$ cat src/hw/rtl/por_pkg.sv
`default_nettype none
package por_pkg;
  localparam int COORD_BITS_DEF = 6;
  localparam int FRAC_BITS_DEF = 16;

  typedef struct packed {
    logic [5:0] vertex_x;
    logic [5:0] vertex_y;
    logic       begin_figure;
  } vertex_t;

  typedef struct packed {
    logic [5:0] pixel_x;
    logic [5:0] pixel_y;
    logic       closing_edge;
    logic       last_pixel;
  } pixel_t;

  typedef struct packed {
    logic load;
    logic div_step;
    logic setup;
    logic step;
  } dp_cmd_t;

  typedef struct packed {
    logic div_done;
    logic edge_done;
  } dp_status_t;
endpackage
`default_nettype wire

$ cat src/hw/rtl/por_datapath.sv
`default_nettype none
module por_datapath #(
  parameter int COORD_BITS = por_pkg::COORD_BITS_DEF,
  parameter int FRAC_BITS = por_pkg::FRAC_BITS_DEF
) (
  input  wire logic                clk,
  input  wire logic                bres,
  input  wire logic [COORD_BITS-1:0] xb_in,
  input  wire logic [COORD_BITS-1:0] yb_in,
  input  wire logic [COORD_BITS-1:0] xe_in,
  input  wire logic [COORD_BITS-1:0] ye_in,
  input  wire por_pkg::dp_cmd_t    cmd,
  output por_pkg::dp_status_t      status,
  output logic [COORD_BITS-1:0]    px,
  output logic [COORD_BITS-1:0]    py
);
  import por_pkg::*;
  localparam int CB = COORD_BITS;
  localparam int QW = CB + FRAC_BITS;
  localparam int AW = QW + 2;
  localparam int DW = CB + 3;
  localparam int NW = CB + FRAC_BITS;
  localparam int CW = $clog2(NW + 1);

  logic signed [CB:0] xb, yb, xe, ye, dx, dy, adx, ady;
  logic xmaj;
  logic [CB-1:0] amaj, amin;
  logic min_neg, maj_neg;
  logic [NW-1:0] quo;
  logic [CB:0] rem;
  logic [CW-1:0] dcnt;
  logic [CB:0] trial;
  logic signed [AW-1:0] acc, slope, accr;
  logic signed [DW-1:0] term, inc_s, inc_n;
  logic [CB-1:0] cnt, maj, mino;
  logic swap;
  logic [CB-1:0] sxb, syb;

  always_comb begin
    xb = {1'b0, xb_in};
    yb = {1'b0, yb_in};
    xe = {1'b0, xe_in};
    ye = {1'b0, ye_in};
    dx = xe - xb;
    dy = ye - yb;
    adx = dx[CB] ? -dx : dx;
    ady = dy[CB] ? -dy : dy;
    xmaj = adx > ady;
    amaj = xmaj ? adx[CB-1:0] : ady[CB-1:0];
    amin = xmaj ? ady[CB-1:0] : adx[CB-1:0];
    maj_neg = xmaj ? dx[CB] : dy[CB];
    min_neg = xmaj ? dy[CB] : dx[CB];
    swap = xmaj ? (xb >= xe) : (yb >= ye);
    sxb = swap ? xe_in : xb_in;
    syb = swap ? ye_in : yb_in;
    trial = {rem[CB-1:0], quo[NW-1]} - {1'b0, amaj};
    accr = acc + (AW'(1) <<< (FRAC_BITS - 1));
  end

  always_ff @(posedge clk) begin
    if (cmd.load) begin
      quo <= NW'(amin) << FRAC_BITS;
      rem <= '0;
      dcnt <= CW'(NW);
    end else if (cmd.div_step) begin
      if (!trial[CB]) begin
        rem <= trial;
        quo <= {quo[NW-2:0], 1'b1};
      end else begin
        rem <= {rem[CB-1:0], quo[NW-1]};
        quo <= {quo[NW-2:0], 1'b0};
      end
      dcnt <= dcnt - 1'b1;
    end
    if (cmd.setup) begin
      cnt <= amaj;
      if (bres) begin
        maj <= xmaj ? sxb : syb;
        mino <= xmaj ? syb : sxb;
        if (maj_neg ^ min_neg) begin
          term <= DW'(-2 * $signed({1'b0, amin})) + DW'($signed({1'b0, amaj}));
          inc_s <= DW'(-2 * $signed({1'b0, amin})) + DW'(2 * $signed({1'b0, amaj}));
          inc_n <= DW'(-2 * $signed({1'b0, amin}));
        end else begin
          term <= DW'(2 * $signed({1'b0, amin})) - DW'($signed({1'b0, amaj}));
          inc_s <= DW'(2 * $signed({1'b0, amin})) - DW'(2 * $signed({1'b0, amaj}));
          inc_n <= DW'(2 * $signed({1'b0, amin}));
        end
      end else begin
        maj <= xmaj ? xb_in : yb_in;
        acc <= AW'({1'b0, xmaj ? yb_in : xb_in}) <<< FRAC_BITS;
        slope <= (amaj == '0) ? '0 :
                 (min_neg ? -$signed({2'b0, quo}) : $signed({2'b0, quo}));
      end
    end else if (cmd.step) begin
      cnt <= cnt - 1'b1;
      if (bres) begin
        maj <= maj + 1'b1;
        if ((maj_neg ^ min_neg) ? (term <= 0) : (term >= 0)) begin
          mino <= (maj_neg ^ min_neg) ? mino - 1'b1 : mino + 1'b1;
          term <= term + inc_s;
        end else begin
          term <= term + inc_n;
        end
      end else begin
        maj <= maj_neg ? maj - 1'b1 : maj + 1'b1;
        acc <= acc + slope;
      end
    end
  end

  logic [CB-1:0] dmin;
  assign dmin = accr[AW-1] ? '0 : accr[FRAC_BITS +: CB];
  assign px = bres ? (xmaj ? maj : mino) : (xmaj ? maj : dmin);
  assign py = bres ? (xmaj ? mino : maj) : (xmaj ? dmin : maj);
  assign status.div_done = (dcnt == '0);
  assign status.edge_done = (cnt == '0);
endmodule
`default_nettype wire

$ cat src/hw/rtl/por_ctrl.sv
`default_nettype none
module por_ctrl #(
  parameter int COORD_BITS = por_pkg::COORD_BITS_DEF
) (
  input  wire logic                  clk,
  input  wire logic                  rst,
  input  wire por_pkg::vertex_t      in_req,
  input  wire logic                  in_valid,
  output logic                       in_ready,
  output logic                       out_valid,
  input  wire logic                  out_ready,
  output logic                       closing,
  output logic [COORD_BITS-1:0]      xb,
  output logic [COORD_BITS-1:0]      yb,
  output logic [COORD_BITS-1:0]      xe,
  output logic [COORD_BITS-1:0]      ye,
  output por_pkg::dp_cmd_t           cmd,
  input  wire por_pkg::dp_status_t   status
);
  import por_pkg::*;
  typedef enum logic [5:0] {
    S_IDLE = 6'b000001, S_LOAD = 6'b000010, S_DIV = 6'b000100,
    S_SETUP = 6'b001000, S_RUN = 6'b010000, S_HOLD = 6'b100000
  } state_t;
  state_t state, state_next;
  logic [COORD_BITS-1:0] first_x, first_y, prev_x, prev_y, vx, vy;
  logic figure_open, acc_in, is_close;

  assign vx = in_req.vertex_x[COORD_BITS-1:0];
  assign vy = in_req.vertex_y[COORD_BITS-1:0];
  assign in_ready = (state == S_IDLE);
  assign acc_in = in_valid && in_ready;
  assign is_close = (vx == prev_x) && (vy == prev_y);
  assign out_valid = (state == S_RUN);

  always_comb begin
    state_next = state;
    cmd = '0;
    case (state)
      S_IDLE: begin
        if (acc_in && !in_req.begin_figure && figure_open) state_next = S_LOAD;
      end
      S_LOAD: begin
        cmd.load = 1'b1;
        state_next = S_DIV;
      end
      S_DIV: begin
        cmd.div_step = !status.div_done;
        if (status.div_done) state_next = S_SETUP;
      end
      S_SETUP: begin
        cmd.setup = 1'b1;
        state_next = S_RUN;
      end
      S_RUN: begin
        if (out_ready) begin
          cmd.step = 1'b1;
          if (status.edge_done) state_next = S_HOLD;
        end
      end
      S_HOLD: state_next = S_IDLE;
      default: state_next = S_IDLE;
    endcase
  end

  always_ff @(posedge clk) begin
    if (rst) begin
      state <= S_IDLE;
      figure_open <= 1'b0;
      first_x <= '0;
      first_y <= '0;
      prev_x <= '0;
      prev_y <= '0;
    end else begin
      state <= state_next;
      if (acc_in) begin
        if (in_req.begin_figure) begin
          first_x <= vx;
          first_y <= vy;
          prev_x <= vx;
          prev_y <= vy;
          figure_open <= 1'b1;
        end else if (figure_open) begin
          if (is_close) begin
            figure_open <= 1'b0;
          end else begin
            prev_x <= vx;
            prev_y <= vy;
          end
        end
      end
    end
  end

  always_ff @(posedge clk) begin
    if (acc_in && figure_open && !in_req.begin_figure) begin
      closing <= is_close;
      xb <= is_close ? first_x : prev_x;
      yb <= is_close ? first_y : prev_y;
      xe <= vx;
      ye <= vy;
    end
  end
endmodule
`default_nettype wire

$ cat src/hw/rtl/polygon_outline_rasterizer.sv
// The first pixel of an edge follows the vertex request through the load, divide and setup
// states (bit-serial slope divider, run in both modes), then one pixel per cycle while out_ready is high.
// Vertices that begin a figure or find no figure open draw nothing.
// One vertex is in flight at a time.
// Reset rst is synchronous and clears the figure state, controller and mode register.
`default_nettype none
module polygon_outline_rasterizer #(
  parameter int COORD_BITS = por_pkg::COORD_BITS_DEF,
  parameter int FRAC_BITS = por_pkg::FRAC_BITS_DEF
) (
  input  wire logic             clk,
  input  wire logic             rst,
  input  wire logic             in_valid,
  output logic                  in_ready,
  input  wire por_pkg::vertex_t in_data,
  output logic                  out_valid,
  input  wire logic             out_ready,
  output por_pkg::pixel_t       out_data,
  input  wire logic             cfg_we,
  input  wire logic             cfg_wdata
);
  import por_pkg::*;
  logic line_algorithm, closing;
  logic [COORD_BITS-1:0] xb, yb, xe, ye, px, py;
  dp_cmd_t cmd;
  dp_status_t status;

  always_ff @(posedge clk) begin
    if (rst) line_algorithm <= 1'b0;
    else if (cfg_we) line_algorithm <= cfg_wdata;
  end

  por_ctrl #(.COORD_BITS(COORD_BITS)) u_ctrl (
    .clk, .rst, .in_req(in_data), .in_valid, .in_ready, .out_valid, .out_ready,
    .closing, .xb, .yb, .xe, .ye, .cmd, .status
  );

  por_datapath #(.COORD_BITS(COORD_BITS), .FRAC_BITS(FRAC_BITS)) u_dp (
    .clk, .bres(line_algorithm), .xb_in(xb), .yb_in(yb), .xe_in(xe), .ye_in(ye),
    .cmd, .status, .px, .py
  );

  assign out_data.pixel_x = 6'(px);
  assign out_data.pixel_y = 6'(py);
  assign out_data.closing_edge = closing;
  assign out_data.last_pixel = status.edge_done;
endmodule
`default_nettype wire

$ cat config.mk
export PLATFORM = sky130hd
export DESIGN_NAME = polygon_outline_rasterizer
export DESIGN_NICKNAME = d
export VERILOG_FILES = /design/src/hw/rtl/por_pkg.sv /design/src/hw/rtl/por_datapath.sv /design/src/hw/rtl/por_ctrl.sv /design/src/hw/rtl/polygon_outline_rasterizer.sv
export SDC_FILE = /design/constraint.sdc
export NUM_CORES = 1
export LEC_CHECK = 0
export BUFFER_PORTS_ARGS = -buffer_cell sky130_fd_sc_hd__buf_2
export CAP_MARGIN = 20
export CORE_MARGIN = 1
export CORE_UTILIZATION = 44
export DETAILED_ROUTE_END_ITERATION = 10
export GPL_ROUTABILITY_DRIVEN = 0
export PLACE_DENSITY = 0.57
export REMOVE_ABC_BUFFERS = 1
export SYNTH_ARGS = -nofsm -noshare
export SYNTH_HDL_FRONTEND = slang
export SYNTH_HIERARCHICAL = 1
export SYNTH_SLANG_ARGS = --single-unit
$ cat constraint.sdc
create_clock -name clk -period 16.8 [get_ports clk]
set_input_delay 3.36 -clock clk [delete_from_list [all_inputs] [get_ports clk]]
set_output_delay 3.36 -clock clk [all_outputs]
set_load 0.02 [all_outputs]
# Yosys cells after proc, flatten, opt, wreduce, memory -nomap -nowiden
# Index checks and enable logic that the tools add are counted.
[totals]
latchBits = 0
out_inout_bits = 16
n_memories = 0
romBits = 0
ramBits = 0
reg_bits = 183
[op_classes]
mux = 72
n_shift = 0
mul = 0
magnitude_cmp = 5
n_eq_ne = 16
div = 0
n_addsub = 21
reduce_logical = 24
bitwise = 3
[ops]
columns = ["operator", "count"]
rows = [
  ["2-to-1 mux 6 bit", 41],
  ["2-to-1 mux 24 bit", 4],
  ["2-to-1 mux 22 bit", 3],
  ["2-to-1 mux 9 bit", 7],
  ["one-hot mux 6 bit (5 select lines)", 1],
  ["adder 24 x 17 -> 24 bit, second input constant", 1],
  ["adder 24 bit", 1],
  ["negation 22 -> 24 bit", 1],
  ["2-to-1 mux 7 bit", 3],
  ["adder 9 bit", 2],
  ["subtractor 6 x 1 -> 6 bit, second input constant", 3],
  ["negation 7 bit", 2],
  ["subtractor 6 x 6 -> 7 bit", 2],
  ["2-to-1 mux 1 bit", 13],
  ["adder 6 x 1 -> 6 bit, second input constant", 2],
  ["== test 6 bit", 2],
  ["greater-or-equal comparator 6 bit", 2],
  ["zero test 6 bit", 2],
  ["!= test 2 bit, second input constant", 6],
  ["adder 9 x 7 -> 9 bit", 1],
  ["adder 9 x 8 -> 9 bit", 1],
  ["greater-or-equal comparator 9 x 1 -> 1 bit, second input constant", 1],
  ["less-or-equal comparator 9 x 1 -> 1 bit, second input constant", 1],
  ["AND reduction 3 bit", 3],
  ["other kinds (21)", 36],
]

# Longest topological paths before layout
# Gate-level depths: netlist (run 1).
[depth]
depth_word = 11
mapped_depth = 31
depth_no_buf = 28

# Modules after synthesis
# The synthesis (run 1) kept the hierarchy.
[by_module_without_submodules]
columns = ["mod", "area_each_um2", "n_inst", "seq_area_each_um2", "cells_each"]
rows = [
  ["por_datapath", 10585.2, 1, 3453.3, 1178],
  ["por_ctrl", 2353.5, 1, 1371.3, 204],
  ["polygon_outline_rasterizer", 41.3, 1, 20.0, 4],
]

# Least setup slack after synthesis (run 1)
# OpenSTA, ideal clock, no wires.
[synth_path]
path_type = "register to output"
start = "register u_ctrl.xb[0]"
end = "output port out_data[2] (netlist bit)"
path_stages_with_launch = 19
path_slack_ns = 8.458
required_ns = 13.440
arrival_ns = 4.982
path_cell_list = "edfxtp_1 ha_1 fa_1 nand2b_2 a21oi_2 o41ai_1 or3_1 or4b_1 nand2_1 ha_1 and4b_1 a211oi_1 o21ai_1 nand2_1 clkbuf_1 clkbuf_1 buf_1 nor2_1 a21oi_1"
[synth_rtl]
columns = ["element", "line", "text"]
rows = [
  ["start: declaration", "por_ctrl.sv:13", "output logic [COORD_BITS-1:0] xb,"],
  ["start signal: assignment", "por_ctrl.sv:98", "xb <= is_close ? first_x : prev_x;"],
  ["end: declaration", "polygon_outline_rasterizer.sv:18", "output por_pkg::pixel_t out_data,"],
]

==> run_results.csv, run 1 <==
group,metric,value,unit
logic_synthesis,yosys_warnings,6,
logic_synthesis,yosysTopAreaCell,"edfxtp_1",
clock_tree,clk_pin_slew,80,ps
global_routing,grt_pass1_wl,49.54,mm
clock_tree,hold_buffers,0,
critical_path,crit_arrival,5250,ps
clock_tree,cts_tree,"done",
placement,hpwl,22.48,mm
final_layout,layout.cells.non_filler,1793,
placement,dp.cells,1760,
die,rows,62,
sta,fmax,116.2,MHz
final_layout,synthToLayoutAreaGrowth,8.560,%
run_status,outcome,"completed",
logic_synthesis,avgSynthCellArea,9.365,um2
critical_path,critical_path_buf_inv_count,2,
sta,fin_setup_tns,0,ps
clock_tree,clk_path_buf_depth,2,
clock_tree,cts.sinks,181,
clock_tree,cts_root_buffer,"clkbuf_16",
die,die_w,173.8,um
power_and_ir_drop,power_density,85.68,nW/um2
logic_synthesis,synth_edf_count,122,
drt,wl_per_cell,16.90,um
critical_path,slowest_delay,570,ps
final_layout,drive_gt1_share,10.80,%
logic_synthesis,netlist_instances,1386,
sta,setup_viol,0,
clock_tree,ctsHtreeMaxLevel,4,
global_routing,grt_pass1_vias,9584,
die,dieArea,30190,um2
clock_tree,cts-buffers-inserted,17,
sta,worst_slew_pin_slew,1073,ps
clock_tree,postCtsSetupRepairBufs,0,
critical_path,cp-end-kind,"output port",
global_routing,grt_usage,20.65,%
critical_path,crit_fanout,46,
power_and_ir_drop,irDropWorstVdd,73.40,uV
global_routing,grt_max_degree,71,
placement,io_buffers,34,
logic_synthesis,synth-seq-area-share,37.32,%
die,core_region_area,28860,um2
critical_path,critPathSlowestCell,"or4b_1",
critical_path,cpMostUsedCell,"ha_1",
drt,ant_nets,0,
logic_synthesis,yosys.cell_types.count,92,
final_layout,final_util,48.83,%
logic_synthesis,synth_area_leaders,"edfxtp_1 (28%), dfxtp_1 (9.1%), ha_1 (8.3%)",
worst_hold_path,hp-class,"register to register",
logic_synthesis,async_reset_ff_share,0,%
clock_tree,clk_latency,460,ps
run,maxCapViolCount,0,
global_routing,antenna_found_initial,1,
sta,finalHoldViolCount,0,
drt,vias_per_cell,5.470,
die,die_h,173.8,um
critical_path,crit_type,"register to output port",
critical_path,cp-start-kind,"register",
drt,wl,30.30,mm
critical_path,crit_chain,"ha_1 -> fa_1 -> nand2b_2 -> a21oi_2 -> o41ai_1 -> or3_1 -> or4b_1 -> nand2_1 -> ha_1 -> and4b_1 -> a211oi_1 -> o21ai_1 -> nand2_2 -> buf_4 -> nor2_1 -> a21oi_1 -> buf_2",
logic_synthesis,netlist_area,12980,um2
drt,drc,0,
power_and_ir_drop,cellLeakagePower,0.005602,uW
clock_tree,postCtsResizedCells,0,
global_routing,overflow,0,
drt,drt_iter0_markers,482,
power_and_ir_drop,finalPower,1207,uW
sta,final_max_slew_viol_count,0,
drt,firstDrtPassIters,4,
final_layout,final_nets,1509,
critical_path,crit_family,"simple AND/OR/NAND/NOR gates",
drt,vias,9808,
sta,slew_headroom,26.60,%
logic_synthesis,synth_ff_type,"edfxtp_1",
die,io-pin-count,35,
logic_synthesis,ys_ff_latch,181,
sta,rsz0062_at_grt,"no",
sta,fin_crit_sh,51.24,%
sta,period_needed,8608,ps
critical_path,required,13440,ps
sta,skew,11.70,ps
die,initial_utilization,44.98,%
logic_synthesis,synth.top_cell.area_share,28.22,%
==> layer usage <==
layer  vias to the layer above  GRT usage, %  wire length, um
li1                       4977             -                -
met1                      4639         26.82            14220
met2                       166         34.78            14430
met3                        26         4.342             1267
met4                         0         5.300              384
met5                         -             0                0
==> metrics by stage <==
stage / area, um2 / setup slack (ps) / hold slack [ps]
2_1_floorplan: 12710 / 8595 / 426.8
3_3_place_gp: 13480 / 8858 / 438.4
3_5_place_dp: 13480 / 8728 / 445.4
4_1_cts: 14090 / 8211 / 457.1
5_1_grt: 14090 / 7726 / 471.5
6_report: 14090 / 8192 / 457.3
==> layout by cell type (no fill, tap or decap), drive strengths merged, types with 10 or more instances in the layout <==
cell    synthesis  layout
mux2i          57      57
buf            23      46
xnor2          70      70
a21o           28      28
nand2b         39      39
a21oi          96      96
o31ai          10      10
a211oi         18      18
clkbuf         33      17
nor4           15      15
xor2           52      52
dfxtp          59      59
nor2          157     157
ha             86      86
nor2b          16      16
inv            71      78
o21ai          61      61
edfxtp        122     122
mux2           33      33
nand3          20      20
o22ai          11      11
and2           11      11
nor3           27      27
o21bai         16      16
nand2         120     120
==> where the power goes <==
| part | switching, uW | total [uW] | leakage [uW] | internal, uW |
|---|---|---|---|---|
| clock | 204 | 405 | 0.000294 | 201 |
| sequential | 5.16 | 488 | 0.00160 | 483 |
| combinational | 189 | 314 | 0.00371 | 126 |
| total | 398 | 1210 | 0.00560 | 810 |
==> worst paths after layout <==
kind / startpoint / endpoint / slack, ps / cells past startpoint
max reg2reg: u_ctrl/yb[0] / u_dp/inc_s[8] / 9190 / 27
max: u_ctrl/xb[0] / out_data[2] / 8190 / 17
min reg2reg: u_ctrl/first_y[2] / u_ctrl/first_y[2] / 460 / 2
min: u_ctrl/first_y[2] / u_ctrl/first_y[2] / 460 / 2
==> cells by family after synthesis <==
family                   share of synthesized area (%)
XOR/XNOR                                         8.521
AO/OA/AOI/OAI                                    15.59
AND/OR/NAND/NOR                                  17.38
adder cells (fa/ha/maj)                          9.678
multiplexers                                     7.384
buffers and inverters                            4.126
flip-flops                                       37.32
==> layout make-up <==
class / count / area [um2]
Antenna cell: 1 / 2.502
Multi-Input combinational cell: 1077 / 7626
Clock buffer: 17 / 425.4
Timing Repair Buffer: 46 / 260.3
Fill cell: 2779 / 14770
Tap cell: 384 / 480.5
Sequential cell: 181 / 4845
Clock inverter: 15 / 181.4
Inverter: 72 / 270.3
==> synth_stat cells, types with 5 or more instances <==
master / count
a211o_1: 6
a211oi_1: 15
xor2_1: 52
mux2i_1: 55
o31ai_1: 10
o211ai_1: 8
nor4_1: 13
xnor2_1: 68
nand4_1: 9
nor2b_1: 16
ha_1: 86
a22oi_1: 6
a31oi_1: 9
or2_2: 5
a21o_1: 28
o21ai_0: 58
nand2b_1: 38
and3_1: 9
o21bai_1: 16
fa_1: 9
mux2_2: 32
and2_1: 11
nor3_1: 24
nor2_2: 5
nor3b_1: 5
nand3b_1: 5
o22ai_1: 11
clkbuf_1: 33
dfxtp_1: 59
buf_4: 7
a21oi_1: 93
nand3_1: 20
nand2_1: 119
inv_1: 70
nor2_1: 152
buf_1: 8
buf_2: 5
edfxtp_1: 122
==> state kept, by name, summed over array words and instances, names as in the netlist, 8 cells and up <==
register	count
u_dp/acc	24
u_dp/slope	24
u_dp/quo	22
u_dp/term	9
u_dp/inc_n	8
u_dp/inc_s	8
==> worst register-to-register path, delay by kind of cell (launching register included) <==
family,cells,cell delay [ps]
buffers and inverters,4,720
adders and majority gates,5,1590
AOI/OAI and AO/OA,12,3130
muxes,1,350
and+or+nand+nor,4,990
DFF,1,460
xor gates and xnor gates,1,200
Note: power is estimated with default switching activity, not from simulation.
==> run 2: changes to the inputs <==
PLACE_DENSITY = 0.59   (was 0.57)
clock period = 7.5 ns   (was 16.8 ns; I/O delays follow)
==> run_results.csv, run 2 (same netlist as run 1, synthesis figures left out) <==
group,metric,value,unit
run_status,outcome,"completed",
power_and_ir_drop,power_density,191.1,nW/um2
clock_tree,postCtsSetupRepairBufs,0,
global_routing,grt_max_degree,82,
power_and_ir_drop,seq_power_share,40.6,%
power_and_ir_drop,power.share.switching,32.67,%
drt,firstDrtPassIters,5,
placement,hpwl,22.35,mm
power_and_ir_drop,irDropWorstVdd,160.3,uV
clock_tree,hold_buffers,0,
final_layout,synthToLayoutAreaGrowth,8.434,%
final_layout,drive_gt1_share,10.86,%
worst_hold_path,hp-class,"register to register",
final_layout,final_common_cell,"nor2_1",
global_routing,grt_pass1_wl,49.29,mm
sta,finalHoldViolCount,0,
critical_path,cp-end-kind,"output port",
die,die_h,173.8,um
drt,ant_nets,0,
sta,rsz0062_at_grt,"no",
final_layout,multi_input_area,7626,um2
placement,io_buffers,34,
clock_tree,postCtsResizedCells,0,
critical_path,rrSetupSlack,610,ps
die,io-pin-count,35,
drt,drc,0,
clock_tree,ctsHtreeMaxLevel,4,
final_layout,reg_top3,"u_dp/acc x24, u_dp/slope x24, u_dp/quo x22",
final_layout,regArea,4845,um2
die,core_region_area,28860,um2
critical_path,crit_type,"register to output port",
drt,vias,9933,
run,maxCapViolCount,0,
final_layout,fillCellCount,2700,
die,dieArea,30190,um2
sta,final_max_slew_viol_count,0,
sta,timing.final.ws_setup,517.8,ps
die,initial_utilization,44.98,%
final_layout,final_nets,1510,
global_routing,antenna_found_initial,1,
placement,pre_cts_ws,751.5,ps
die,rows,62,
final_layout,final_util,48.77,%
drt,wl,30.30,mm
final_layout,layout_common_cells,"nor2_1 (151), edfxtp_1 (122), nand2_1 (118), a21oi_1 (93), ha_1 (86)",
drt,drt_iter0_markers,635,
clock_tree,cts-buffers-inserted,17,
sta,fin_crit_sh,93.10,%
clock_tree,clk_path_buf_depth,2,
clock_tree,clk_pin_slew,70,ps
power_and_ir_drop,cellLeakagePower,0.005601,uW
power_and_ir_drop,p_switching,878.4,uW
global_routing,grt_usage,20.37,%
global_routing,overflow,0,
drt,wl_per_cell,16.89,um
critical_path,required,6000,ps
power_and_ir_drop,p_int,1811,uW
sta,fmax,143.2,MHz
power_and_ir_drop,pwr-share-comb,26.3,%
clock_tree,cts_tree,"done",
sta,period_needed,6982,ps
critical_path,crit_fanout,37,
clock_tree,cts.sinks,181,
critical_path,crit_arrival,5480,ps
clock_tree,clk_latency,450,ps
critical_path,cp-start-kind,"register",
sta,fin_setup_tns,0,ps
sta,skew,25.44,ps
global_routing,grt_pass1_vias,9503,
sta,slew_headroom,32.60,%
sta,worst_slew_pin_slew,985.5,ps
clock_tree,cts_root_buffer,"clkbuf_16",
power_and_ir_drop,p_clk_share,33.1,%
sta,setup_viol,0,
drt,vias_per_cell,5.537,
die,die_w,173.8,um
## run 2: area by class of cell
type                            instances  share of cell area [%]
Clock buffer                           17                   3.023
Clock inverter                         15                   1.120
Sequential cell                       181                   34.42
Timing Repair Buffer                   47                   1.902
Antenna cell                            1                 0.01778
Inverter                               72                   1.920
Multi-Input combinational cell       1077                   54.18
Tap cell                              384                   3.414
## run 2: power groups by stage
stage / clock network (uW) / logic (uW) / registers, uW
floorplan: 0 / 527 / 1110
global placement: 0 / 689 / 1120
detailed placement: 0 / 698 / 1120
CTS: 918 / 702 / 1090
global route: 957 / 785 / 1090
finish: 890 / 706 / 1090
## run 2: layer usage
layer	up-vias	track usage (%)	part of all wire, %
li1	4992	-	-
met1	4714	27.20	47
met2	193	33.87	47
met3	34	3.114	4.2
met4	0	6.250	2.0
met5	-	0	0
## run 2: critical path, stage by stage (launching register included)
cell,delay [ps]
edfxtp_1,440
ha_1,280
fa_1,440
nand2b_1,210
a21oi_1,460
a211oi_1,110
mux2_1,360
o221ai_2,210
xnor2_2,190
inv_1,80
ha_1,350
and4b_1,220
a211oi_1,320
o21ai_1,210
nand2_2,330
buf_4,430
nand2_1,100
o21ai_0,90
buf_2,190
## run 2: stage by stage
step                total power [uW]  hold WS [ps]  std cells  cell area [um2]
detailed placement              1814         443.0       1761            13490
finish                          2689         454.5       1794            14070
global placement                1805         438.8       1761            13490
floorplan                       1640         426.8       1330            12710
global route                    2837         473.2       1793            14070
CTS                             2713         454.0       1793            14070
## run 2: worst paths after layout
check | from | to | depth (start not counted)
setup / recovery | u_ctrl/yb[0] | out_data[11] | 18
setup reg to reg | u_ctrl/yb[0] | u_dp/rem[0] | 24
hold / removal | u_ctrl/first_x[2] | u_ctrl/first_x[2] | 2
hold reg to reg | u_ctrl/first_x[2] | u_ctrl/first_x[2] | 2
==> run 3: changes to the inputs <==
CORE_UTILIZATION = 55   (was 44)
PLACE_DENSITY = 0.71   (was 0.59)
==> run_results.csv, run 3 (same netlist as run 1, synthesis figures left out) <==
group,metric,value,unit
run_status,outcome,"completed",
drt,wl,28.77,mm
final_layout,reg_top3,"u_dp/acc x24, u_dp/slope x24, u_dp/quo x22",
clock_tree,ctsHtreeMaxLevel,4,
critical_path,rrSetupSlack,850,ps
final_layout,multi_input_area,7624,um2
power_and_ir_drop,seq_power_share,40.3,%
final_layout,layout_common_cells,"nor2_1 (151), edfxtp_1 (122), nand2_1 (119), a21oi_1 (93), ha_1 (86)",
critical_path,crit_type,"register to output port",
die,rows,55,
clock_tree,clk_latency,440,ps
die,initial_utilization,56.64,%
die,io-pin-count,35,
sta,worst_slew_pin_slew,1021,ps
final_layout,synthToLayoutAreaGrowth,8.010,%
die,core_region_area,22920,um2
global_routing,grt_pass1_vias,9531,
sta,hold_ws,455.2,ps
critical_path,crit_chain,"ha_1 -> fa_1 -> nand2b_2 -> a21oi_2 -> o41ai_1 -> or3_1 -> or4b_1 -> nand2_1 -> ha_1 -> and4b_1 -> a211oi_1 -> o21ai_1 -> nand2_1 -> buf_4 -> nor2_1 -> a21oi_1 -> buf_2",
clock_tree,cts_tree,"done",
final_layout,regArea,4845,um2
drt,drt_iter0_markers,612,
die,die_h,155.6,um
placement,hpwl,21.04,mm
critical_path,crit_family,"simple AND/OR/NAND/NOR gates",
sta,fmax,145.9,MHz
sta,skew,11.81,ps
clock_tree,cts_root_buffer,"clkbuf_16",
sta,setup_viol,0,
worst_hold_path,hp-class,"register to register",
sta,rsz0062_at_grt,"no",
final_layout,fillCellCount,1947,
critical_path,crit_arrival,5350,ps
critical_path,critPathSlowestCell,"or4b_1",
clock_tree,hold_buffers,0,
global_routing,grt_pass1_wl,46.76,mm
power_and_ir_drop,irDropWorstVdd,133.9,uV
placement,io_buffers,34,
clock_tree,cts-buffers-inserted,17,
power_and_ir_drop,p_int,1847,uW
power_and_ir_drop,cellLeakagePower,0.005622,uW
critical_path,slowest_delay,570,ps
sta,slew_headroom,30.21,%
critical_path,critical_path_buf_inv_count,2,
final_layout,drive_gt1_share,10.91,%
critical_path,cp-start-kind,"register",
power_and_ir_drop,p_switching,865.5,uW
die,die_w,155.6,um
sta,finalHoldViolCount,0,
clock_tree,cts.sinks,181,
global_routing,overflow,0,
clock_tree,clk_path_buf_depth,2,
drt,firstDrtPassIters,5,
clock_tree,postCtsResizedCells,0,
final_layout,n_antenna_cell,0,
power_and_ir_drop,p_clk_share,34.0,%
power_and_ir_drop,power.share.switching,31.91,%
clock_tree,postCtsSetupRepairBufs,0,
critical_path,cp-end-kind,"output port",
power_and_ir_drop,power_density,193.5,nW/um2
drt,vias_per_cell,5.806,
critical_path,required,6000,ps
sta,final_max_slew_viol_count,0,
run,maxCapViolCount,0,
die,dieArea,24220,um2
clock_tree,clk_pin_slew,80,ps
sta,period_needed,6852,ps
global_routing,grt_max_degree,83,
drt,ant_nets,0,
critical_path,crit_fanout,44,
final_layout,final_nets,1512,
sta,fin_crit_sh,91.36,%
drt,wl_per_cell,16.69,um
global_routing,grt_usage,24.46,%
drt,vias,10010,
final_layout,final_common_cell,"nor2_1",
drt,drc,0,
sta,fin_setup_tns,0,ps
global_routing,antenna_found_initial,0,
power_and_ir_drop,pwr-share-comb,25.7,%
==> run 3: changes by cell type in the layout (fill, tap and decap cells not counted), sizes merged <==
| cell | previous run | this run |
|---|---|---|
| inv | 79 | 80 |
| bufinv | 0 | 1 |
| diode | 1 | 0 |
| buf | 47 | 49 |
| clkinv | 8 | 6 |
==> run 3: final timing paths <==
path         depth (start not counted)               from                 to
max                                 17       u_ctrl/xb[0]        out_data[4]
min                                  2  u_ctrl/first_y[4]  u_ctrl/first_y[4]
max reg2reg                         27       u_ctrl/xb[0]      u_dp/inc_s[8]
min reg2reg                          2  u_ctrl/first_y[4]  u_ctrl/first_y[4]
==> run 3: power by group through the flow <==
stage / clock network (uW) / registers [uW] / logic, uW
after floorplan: 0 / 1110 / 527
after global placement: 0 / 1120 / 677
after detailed placement: 0 / 1120 / 687
after CTS: 939 / 1090 / 694
after global routing: 971 / 1090 / 775
final: 921 / 1090 / 698
==> run 3: cell type report <==
cell class	count	share of cell area, %
Multi-Input combinational cell	1077	54.38
Inverter	72	1.928
Clock buffer	17	3.034
Tap cell	313	2.793
Clock inverter	15	1.294
Sequential cell	181	34.56
Timing Repair Buffer	49	2.017
==> run 3: metal layers <==
layer / vias up / GRT usage [%] / routed length, um
li1: 4994 / - / -
met1: 4755 / 31.39 / 13110
met2: 219 / 42.37 / 13870
met3: 42 / 3.028 / 1200
met4: 0 / 8.683 / 589
met5: - / 0 / 0
==> run 3: per-stage QoR <==
stage,std cells,area [um2],setup WS [ps],utilization (%),power (uW)
4_1_cts,1724,14020,705.6,61.18,2725
3_5_place_dp,1692,13410,1009,58.53,1803
6_report,1724,14020,648.3,61.18,2712
5_1_grt,1724,14020,242.3,61.18,2841
2_1_floorplan,1330,12710,373.9,-,1640
3_3_place_gp,1691,13410,1200,58.50,1792
==> run 3: tightest hold or removal path, stage by stage, from the launching register on <==
cell     delay [ps]
dfxtp_1         310
nand2_1          50
a21oi_1          50
